### src/sv/tbba_pkg.sv
// ----------------------------------------------------------------------------
// tbba_pkg
// Constants, codes and helpers for the two-region bitmap block allocator.
// ----------------------------------------------------------------------------
`default_nettype none

package tbba_pkg;

  // Disk geometry
  localparam int unsigned TOTAL_BLOCKS = 4096;
  localparam int unsigned FIRST_DATA   = 256;
  localparam int unsigned FIRST_INODE  = 3;
  localparam int unsigned RSVD_BLOCKS  = 3;   // superblock, bitmap, root inode

  // Map layout: 64-bit memory words
  localparam int unsigned WORD_BITS = 64;
  localparam int unsigned BIT_W     = $clog2(WORD_BITS);
  localparam int unsigned WORDS     = (TOTAL_BLOCKS + WORD_BITS - 1) / WORD_BITS;
  localparam int unsigned WADDR_W   = $clog2(WORDS);

  // Field widths
  localparam int unsigned MODE_W = 2;
  localparam int unsigned NUM_W  = 12;
  localparam int unsigned STAT_W = 2;
  localparam int unsigned IN_TDATA_W  = ((MODE_W + NUM_W + 7) / 8) * 8;
  localparam int unsigned OUT_TDATA_W = ((STAT_W + NUM_W + 7) / 8) * 8;

  // Region bounds [lo, hi), clamped to the map
  localparam int unsigned INO_LO = FIRST_INODE;
  localparam int unsigned INO_HI = (FIRST_DATA < TOTAL_BLOCKS) ? FIRST_DATA : TOTAL_BLOCKS;
  localparam int unsigned DAT_LO = FIRST_DATA;
  localparam int unsigned DAT_HI = TOTAL_BLOCKS;
  localparam bit INO_EMPTY = (INO_HI <= INO_LO);
  localparam bit DAT_EMPTY = (DAT_HI <= DAT_LO);
  localparam int unsigned INO_W0 = INO_EMPTY ? 0 : INO_LO / WORD_BITS;
  localparam int unsigned INO_WN = INO_EMPTY ? 0 : (INO_HI - 1) / WORD_BITS;
  localparam int unsigned DAT_W0 = DAT_EMPTY ? 0 : DAT_LO / WORD_BITS;
  localparam int unsigned DAT_WN = DAT_EMPTY ? 0 : (DAT_HI - 1) / WORD_BITS;

  // Request codes
  localparam logic [MODE_W-1:0] MODE_ALLOC_INO = 2'd0;
  localparam logic [MODE_W-1:0] MODE_FREE_INO  = 2'd1;
  localparam logic [MODE_W-1:0] MODE_ALLOC_DAT = 2'd2;
  localparam logic [MODE_W-1:0] MODE_FREE_DAT  = 2'd3;

  // Status codes
  localparam logic [STAT_W-1:0] ST_OK   = 2'd0;
  localparam logic [STAT_W-1:0] ST_FULL = 2'd1;
  localparam logic [STAT_W-1:0] ST_BAD  = 2'd2;

  // Map word after reset: reserved blocks marked used
  function automatic logic [WORD_BITS-1:0] reset_word(input logic [WADDR_W-1:0] w);
    logic [WORD_BITS-1:0] r;
    int unsigned blk;
    r = '0;
    for (int b = 0; b < WORD_BITS; b++) begin
      blk  = int'(w) * WORD_BITS + b;
      r[b] = (blk < RSVD_BLOCKS);
    end
    return r;
  endfunction

  // Bits of word w that lie outside [lo, hi): treated as used by the scan
  function automatic logic [WORD_BITS-1:0] outside_mask(input logic [WADDR_W-1:0] w,
                                                        input int unsigned lo,
                                                        input int unsigned hi);
    logic [WORD_BITS-1:0] m;
    int unsigned blk;
    m = '0;
    for (int b = 0; b < WORD_BITS; b++) begin
      blk  = int'(w) * WORD_BITS + b;
      m[b] = (blk < lo) || (blk >= hi);
    end
    return m;
  endfunction

  // Position of the lowest clear bit
  function automatic logic [BIT_W-1:0] first_zero(input logic [WORD_BITS-1:0] v);
    logic [BIT_W-1:0] p;
    p = '0;
    for (int b = WORD_BITS - 1; b >= 0; b--) begin
      if (!v[b]) p = BIT_W'(b);
    end
    return p;
  endfunction

endpackage

`default_nettype wire

### src/sv/two_region_bitmap_block_allocator.sv
// ----------------------------------------------------------------------------
// two_region_bitmap_block_allocator
// First-fit allocator over a used/free bitmap split into inode and data regions.
// ----------------------------------------------------------------------------
// Sequencing: a free reads, then rewrites, one map word; an out-of-range free goes
//   straight to the result; an allocate scans the region's 64-bit map words in order
//   (words 4 to 63 for data, 0 to 3 for inode), stopping at the first with a clear bit.
// Throughput: one request at a time; the next is taken once the result has gone into
//   the output register, later while the result word is stalled.
// Reset: async, active low; per-row valid bits read unwritten rows as reserved-only.
// ----------------------------------------------------------------------------
`default_nettype none

module two_region_bitmap_block_allocator
  import tbba_pkg::*;
(
  input  wire logic                   clk_i,
  input  wire logic                   rst_ni,
  // request: [1:0] mode, [13:2] block_number_in, [15:14] zero
  input  wire logic                   s_axis_tvalid,
  output      logic                   s_axis_tready,
  input  wire logic [IN_TDATA_W-1:0]  s_axis_tdata,
  // result: [1:0] status, [13:2] block_number_out, [15:14] zero
  output      logic                   m_axis_tvalid,
  input  wire logic                   m_axis_tready,
  output      logic [OUT_TDATA_W-1:0] m_axis_tdata
);

  // Sequencer states
  localparam logic [1:0] S_IDLE = 2'd0;
  localparam logic [1:0] S_SCAN = 2'd1;   // word from RAM under test each cycle
  localparam logic [1:0] S_FREE = 2'd2;   // clear one bit of the read word
  localparam logic [1:0] S_OUT  = 2'd3;   // hand result to output register

  logic [1:0]           state_q, state_d;
  logic                 inode_q, inode_d;     // region of the running scan
  logic [NUM_W-1:0]     idx_q, idx_d;
  logic [WADDR_W-1:0]   addr_q, addr_d;       // next word to read in a scan
  logic [STAT_W-1:0]    res_st_q, res_st_d;
  logic [NUM_W-1:0]     res_num_q, res_num_d;

  logic                 m_vld_q, m_vld_d;
  logic [STAT_W-1:0]    m_st_q, m_st_d;
  logic [NUM_W-1:0]     m_num_q, m_num_d;

  // Map RAM, one word per row, plus a valid bit per row
  logic [WORD_BITS-1:0] mem_q [WORDS];
  logic [WORDS-1:0]     row_vld_q, row_vld_d;
  logic                 rd_en;
  logic [WADDR_W-1:0]   rd_addr;
  logic [WORD_BITS-1:0] rd_data_q;
  logic                 rd_vld_q;
  logic [WADDR_W-1:0]   rd_addr_q;
  logic                 wr_en;
  logic [WORD_BITS-1:0] wr_data;

  // Request fields
  logic [MODE_W-1:0]    req_mode;
  logic [NUM_W-1:0]     req_num;
  logic                 req_in_map;
  logic                 accept;

  // Scan datapath
  logic [WORD_BITS-1:0] cur_word;
  logic [WORD_BITS-1:0] masked;
  logic [BIT_W-1:0]     hit_bit;
  logic                 hit;
  logic                 last_word;
  logic [BIT_W-1:0]     free_bit;

  assign req_mode   = s_axis_tdata[MODE_W-1:0];
  assign req_num    = s_axis_tdata[MODE_W +: NUM_W];
  assign req_in_map = (32'(req_num) < TOTAL_BLOCKS);

  assign s_axis_tready = (state_q == S_IDLE);
  assign accept        = s_axis_tvalid && s_axis_tready;

  // Word as it stands in the map; unwritten rows read as reset value
  assign cur_word = rd_vld_q ? rd_data_q : reset_word(rd_addr_q);

  assign masked    = inode_q ? (cur_word | outside_mask(rd_addr_q, INO_LO, INO_HI))
                             : (cur_word | outside_mask(rd_addr_q, DAT_LO, DAT_HI));
  assign hit       = ~&masked;
  assign hit_bit   = first_zero(masked);
  assign last_word = inode_q ? (rd_addr_q == WADDR_W'(INO_WN))
                             : (rd_addr_q == WADDR_W'(DAT_WN));
  assign free_bit  = idx_q[BIT_W-1:0];

  always_comb begin
    state_d   = state_q;
    inode_d   = inode_q;
    idx_d     = idx_q;
    addr_d    = addr_q;
    res_st_d  = res_st_q;
    res_num_d = res_num_q;
    rd_en     = 1'b0;
    rd_addr   = addr_q;
    wr_en     = 1'b0;
    wr_data   = cur_word;
    row_vld_d = row_vld_q;

    case (state_q)
      S_IDLE: begin
        if (accept) begin
          idx_d     = req_num;
          res_st_d  = ST_OK;
          res_num_d = '0;
          case (req_mode)
            MODE_ALLOC_INO, MODE_ALLOC_DAT: begin
              inode_d = (req_mode == MODE_ALLOC_INO);
              if ((req_mode == MODE_ALLOC_INO) ? INO_EMPTY : DAT_EMPTY) begin
                res_st_d = ST_FULL;
                state_d  = S_OUT;
              end else begin
                rd_en   = 1'b1;
                rd_addr = (req_mode == MODE_ALLOC_INO) ? WADDR_W'(INO_W0)
                                                       : WADDR_W'(DAT_W0);
                addr_d  = rd_addr + 1'b1;
                state_d = S_SCAN;
              end
            end
            MODE_FREE_INO: begin
              // any index; one past the map is a silent no-op
              if (req_in_map) begin
                rd_en   = 1'b1;
                rd_addr = WADDR_W'(req_num >> BIT_W);
                state_d = S_FREE;
              end else begin
                state_d = S_OUT;
              end
            end
            default: begin
              // free data: only inside the data region
              if (req_in_map && (32'(req_num) >= FIRST_DATA)) begin
                rd_en   = 1'b1;
                rd_addr = WADDR_W'(req_num >> BIT_W);
                state_d = S_FREE;
              end else begin
                res_st_d = ST_BAD;
                state_d  = S_OUT;
              end
            end
          endcase
        end
      end

      S_SCAN: begin
        // keep the read pipe full; an extra read after a hit is dropped
        rd_en  = 1'b1;
        addr_d = addr_q + 1'b1;
        if (hit) begin
          wr_en                = 1'b1;
          wr_data              = cur_word | (WORD_BITS'(1) << hit_bit);
          row_vld_d[rd_addr_q] = 1'b1;
          res_st_d             = ST_OK;
          res_num_d            = NUM_W'({rd_addr_q, hit_bit});
          state_d              = S_OUT;
        end else if (last_word) begin
          res_st_d = ST_FULL;
          state_d  = S_OUT;
        end
      end

      S_FREE: begin
        wr_en                = 1'b1;
        wr_data              = cur_word & ~(WORD_BITS'(1) << free_bit);
        row_vld_d[rd_addr_q] = 1'b1;
        state_d              = S_OUT;
      end

      default: begin
        if (!m_vld_q || m_axis_tready) state_d = S_IDLE;
      end
    endcase
  end

  // Output register
  always_comb begin
    m_vld_d = m_vld_q;
    m_st_d  = m_st_q;
    m_num_d = m_num_q;
    if (m_vld_q && m_axis_tready) m_vld_d = 1'b0;
    if ((state_q == S_OUT) && (!m_vld_q || m_axis_tready)) begin
      m_vld_d = 1'b1;
      m_st_d  = res_st_q;
      m_num_d = res_num_q;
    end
  end

  always_ff @(posedge clk_i or negedge rst_ni) begin
    if (!rst_ni) begin
      state_q   <= S_IDLE;
      m_vld_q   <= 1'b0;
      row_vld_q <= '0;
    end else begin
      state_q   <= state_d;
      m_vld_q   <= m_vld_d;
      row_vld_q <= row_vld_d;
    end
  end

  always_ff @(posedge clk_i) begin
    inode_q   <= inode_d;
    idx_q     <= idx_d;
    addr_q    <= addr_d;
    res_st_q  <= res_st_d;
    res_num_q <= res_num_d;
    m_st_q    <= m_st_d;
    m_num_q   <= m_num_d;
  end

  // Map RAM: one write port, one registered read port
  always_ff @(posedge clk_i) begin
    if (wr_en) mem_q[rd_addr_q] <= wr_data;
  end

  always_ff @(posedge clk_i) begin
    if (rd_en) begin
      rd_data_q <= mem_q[rd_addr];
      rd_vld_q  <= row_vld_q[rd_addr];
      rd_addr_q <= rd_addr;
    end
  end

  assign m_axis_tvalid = m_vld_q;
  assign m_axis_tdata  = OUT_TDATA_W'({m_num_q, m_st_q});

endmodule

`default_nettype wire

### config.mk
export PLATFORM = sky130hd
export DESIGN_NAME = two_region_bitmap_block_allocator
export DESIGN_NICKNAME = d
export VERILOG_FILES = /design/src/sv/tbba_pkg.sv /design/src/sv/two_region_bitmap_block_allocator.sv
export SDC_FILE = /design/constraint.sdc
export NUM_CORES = 2
export LEC_CHECK = 0
export BUFFER_PORTS_ARGS = -buffer_cell sky130_fd_sc_hd__buf_2
export CAP_MARGIN = 15
export CORE_MARGIN = 2
export CORE_UTILIZATION = 60
export DETAILED_ROUTE_END_ITERATION = 10
export PLACE_DENSITY = 0.76
export SYNTH_ARGS = -nofsm -noshare
export SYNTH_HDL_FRONTEND = slang
export SYNTH_SLANG_ARGS = --single-unit
### constraint.sdc
create_clock -name clk_i -period 10 [get_ports clk_i]
set_clock_uncertainty 0.1 [all_clocks]
set_input_delay 1 -clock clk_i [delete_from_list [all_inputs] [get_ports clk_i]]
set_output_delay 1 -clock clk_i [all_outputs]
set_load 0.02 [all_outputs]
==> impl_metrics.py <==
metrics = {
    "clock_tree": {
        "ctsHoldBuffers": 0,
        "cts_root_buf": "clkbuf_16",
        "post_cts_resized": 0,
        "cts.clk_slew.worst_paths_ps": 70,
        "cts_buffers": 414,
        "insertion_delay_ps": 1000,
        "post_cts_buffers": 0,
        "clock_path_buffers": 4,
        "h-tree-depth": 5,
        "cts_tree": "yes",
        "clock-sinks": 4275,
    },
    "synth": {
        "syn_inst": 11994,
        "yosys-top-cells-area": "edfxtp_1, nand2_1, a211oi_1",
        "synthDistinctLibCells": 76,
        "yosys_warnings": 0,
        "synthArstFlopShare_pct": 1.567,
        "syn_area_mm2": 0.1691,
        "synth_edf_count": 4208,
        "synth.avg_cell_area_um2": 14.10,
        "synth_top_area_share_pct": 74.74,
        "ys.flop_type": "edfxtp_1",
        "post-synth-top-area-cell": "edfxtp_1",
        "ys_seq_elements": 4275,
        "seq_area_frac_synth_pct": 75.74,
    },
    "power": {
        "leakage_nw": 62.92,
        "p_per_area_mw_per_mm2": 310.5,
        "p_int_w": 0.03700,
        "p_comb_share_pct": 31.6,
        "p_seq_share_pct": 42.6,
        "vdd_drop_max_mv": 0.2952,
        "switching_share_pct": 36.44,
        "pwr-share-clk_pct": 25.8,
        "power.switching_w": 0.02121,
    },
    "drt": {
        "ant_nets": 0,
        "avgRoutedWirePerCell_um": 32.11,
        "routed_wl_um": 512100,
        "drc": 0,
        "viasPerCell": 6.952,
        "drt_first_pass_iters": 8,
        "vias": 110859,
        "drtIter0Drc": 20332,
    },
    "sta": {
        "setup_viol": 0,
        "rsz0062_at_grt": "false",
        "slew_headroom_pct": 10.92,
        "finalCritPeriodShare_pct": 66.68,
        "fmax_mhz": 150.0,
        "fin_setup_tns_ps": 0,
        "finalHoldViolations": 0,
        "maxSlewViolCount": 0,
        "fin_hold_ws_ps": 116.4,
        "min_period_ps": 6668,
        "tightest_slew_ps": 1324,
    },
    "floorplan": {
        "dieArea_mm2": 0.2860,
        "core_mm2": 0.2799,
        "pin_count": 38,
        "fp-row-count": 194,
        "die_w_um": 534.8,
        "die_y_um": 534.8,
        "start_util_pct": 60.41,
    },
    "flow_run": {
        "maxCapViolations": 0,
    },
    "global_route": {
        "grt_usage_pct": 35.25,
        "antenna_found_initial": 25,
        "grt_pass1_vias": 105687,
        "grt_max_degree": 196,
        "grt_overflow": 0,
        "grt_pass1_wl_um": 726100,
    },
    "finish": {
        "drive_gt1_share_pct": 9.480,
        "area_delta_synth_final_pct": 10.90,
        "finalNonFillerCells": 15946,
        "fin_nets": 11924,
        "post-route-util_pct": 66.99,
    },
    "worst_setup_path": {
        "arrival_ps": 7090,
        "cp_slowest_cell": "nor2_4",
        "crit_path_frequent_cell": "buf_4",
        "cp.required_ps": 10420,
        "end_kind": "register",
        "crit_chain": "or4_1 > xnor2_1 > a41oi_1 > or3_1 > buf_4 > o21a_1 > o21ai_2 > buf_4 > or3_1 > nor2_4 > buf_4 > buf_4",
        "criticalPathCategory": "reg -> reg",
        "cp-start-kind": "register",
        "slowest_delay_ps": 810,
        "crit_path_max_fanout": 31,
    },
    "place": {
        "portBuffers": 33,
        "globalplace.congestion": 0.9814,
        "placedCellCount": 15181,
        "place_hpwl_um": 264600,
    },
    "status": {
        "outcome": "completed",
    },
    "min_path": {
        "hp-class": "in -> async",
    },
}
==> routing by layer <==
layer	up-vias	routed length [µm]	track usage [%]
met4	8	29610	17.54
met2	9194	229400	53.34
met1	54402	173000	47.46
li1	45622	-	-
met3	1633	80030	9.773
met5	-	58	0
==> critical path, delay by kind of cell, from the launching register on <==
family | cells | cell delay, ps
flip-flops | 1 | 730
XOR/XNOR | 1 | 380
AO/OA/AOI/OAI | 3 | 630
buffers and inverters | 4 | 1690
AND/OR/NAND/NOR | 4 | 2450
==> registers in the layout, summed over array words and instances (netlist names) <==
signal         count
mem_q           4096
rd_data_q         64
row_vld_q         64
m_num_q           12
res_num_q         12
addr_q             6
idx_q              6
rd_addr_q          6
m_st_q             2
res_st_q           2
state_q            2
inode_q            1
m_axis_tvalid      1
rd_vld_q           1
==> final cells by class <==
type	instances	area [µm²]
inverters	29	126.4
diodes	7	17.52
clock inverters	223	1948
fillers	17968	92380
clock buffers	514	10940
multi-input cells	6816	38440
repair buffers	358	3316
flip-flops and latches	4275	128000
well taps	3724	4659
==> power by group through the flow <==
stage,combinational [W],sequential [W],clock [W]
2_1_floorplan,0.0108,0.0251,0
3_3_place_gp,0.0167,0.0251,0
3_5_place_dp,0.0174,0.0252,0
4_1_cts,0.0175,0.0248,0.0150
5_1_grt,0.0193,0.0248,0.0157
6_report,0.0184,0.0248,0.0150
==> cell usage in the layout, fill, tap and decap left out, drive strengths merged, types with 84 or more instances in the layout <==
| cell | instances |
|---|---|
| clkinv | 173 |
| a211oi | 590 |
| o21ai | 255 |
| nand2 | 2789 |
| mux2i | 130 |
| buf | 358 |
| nor3 | 84 |
| clkbuf | 514 |
| nand3 | 732 |
| a31oi | 466 |
| a32oi | 130 |
| nor2 | 103 |
| edfxtp | 4208 |
| and3 | 595 |
| a21oi | 284 |
==> kinds of logic (layout without fill, tap and decap cells) <==
logic type / count (synthesis) / count (layout) / share of synthesized area, %
AO/OA/AOI/OAI: 2125 / 2125 / 8.566
XOR/XNOR: 6 / 6 / 0.03108
adder cells (fa/ha/maj): 10 / 10 / 0.07401
buffers and inverters: 904 / 1124 / 2.214
flip-flops: 4275 / 4275 / 75.74
multiplexers: 198 / 198 / 1.656
other: 1 / 9 / 0.002218
AND/OR/NAND/NOR: 4475 / 4475 / 11.72
==> Yosys cell counts, types with 4 or more instances <==
| library cell | count |
|---|---|
| edfxtp_1 | 4208 |
| nand2_1 | 2789 |
| nand3_1 | 732 |
| and3_1 | 595 |
| a211oi_1 | 589 |
| clkbuf_1 | 563 |
| a31oi_1 | 465 |
| a21oi_1 | 284 |
| o21ai_0 | 252 |
| buf_2 | 240 |
| a32oi_1 | 130 |
| mux2i_1 | 130 |
| nor2_1 | 103 |
| nor3_1 | 81 |
| nor4_1 | 71 |
| a311oi_1 | 67 |
| dfrtp_1 | 67 |
| a2111oi_0 | 66 |
| o2111ai_1 | 66 |
| o22ai_1 | 66 |
| mux4_2 | 65 |
| buf_1 | 60 |
| o21bai_1 | 43 |
| inv_1 | 26 |
| a32o_1 | 22 |
| a21o_1 | 21 |
| and2_1 | 19 |
| nand2b_1 | 19 |
| nand4_1 | 12 |
| or3_1 | 12 |
| buf_4 | 11 |
| nor2b_1 | 11 |
| ha_1 | 10 |
| a31o_2 | 9 |
| or2_2 | 8 |
| o21a_1 | 7 |
| and4_1 | 5 |
| a22oi_1 | 4 |
| nor3b_1 | 4 |
| o211ai_1 | 4 |
| xnor2_1 | 4 |
==> stage by stage <==
stage	total power (W)	cell area [µm²]	worst slack (ps)
6_report	0.05821	187500	3332
5_1_grt	0.05987	187500	3355
4_1_cts	0.05733	187000	3597
3_5_place_dp	0.04255	174100	3284
3_3_place_gp	0.04187	174100	3442
2_1_floorplan	0.03591	169100	2821
==> final timing paths <==
kind	from	to	slack, ps	cells past startpoint
max	rd_addr_q[2]$_DFFE_PP_	mem_q[13][46]$_DFFE_PP_	3330	12
min	rst_ni	state_q[0]$_DFFE_PN0P_	120	2
max reg2reg	rd_addr_q[2]$_DFFE_PP_	mem_q[13][46]$_DFFE_PP_	3330	12
min reg2reg	res_num_q[8]$_SDFFCE_PN0P_	m_num_q[8]$_DFFE_PP_	320	0
max in group asynchronous	rst_ni	row_vld_q[35]$_DFFE_PN0P_	8970	2
min in group clk_i	s_axis_tdata[7]	idx_q[5]$_DFFE_PP_	230	1
Note: power is estimated with default switching activity, not from simulation.
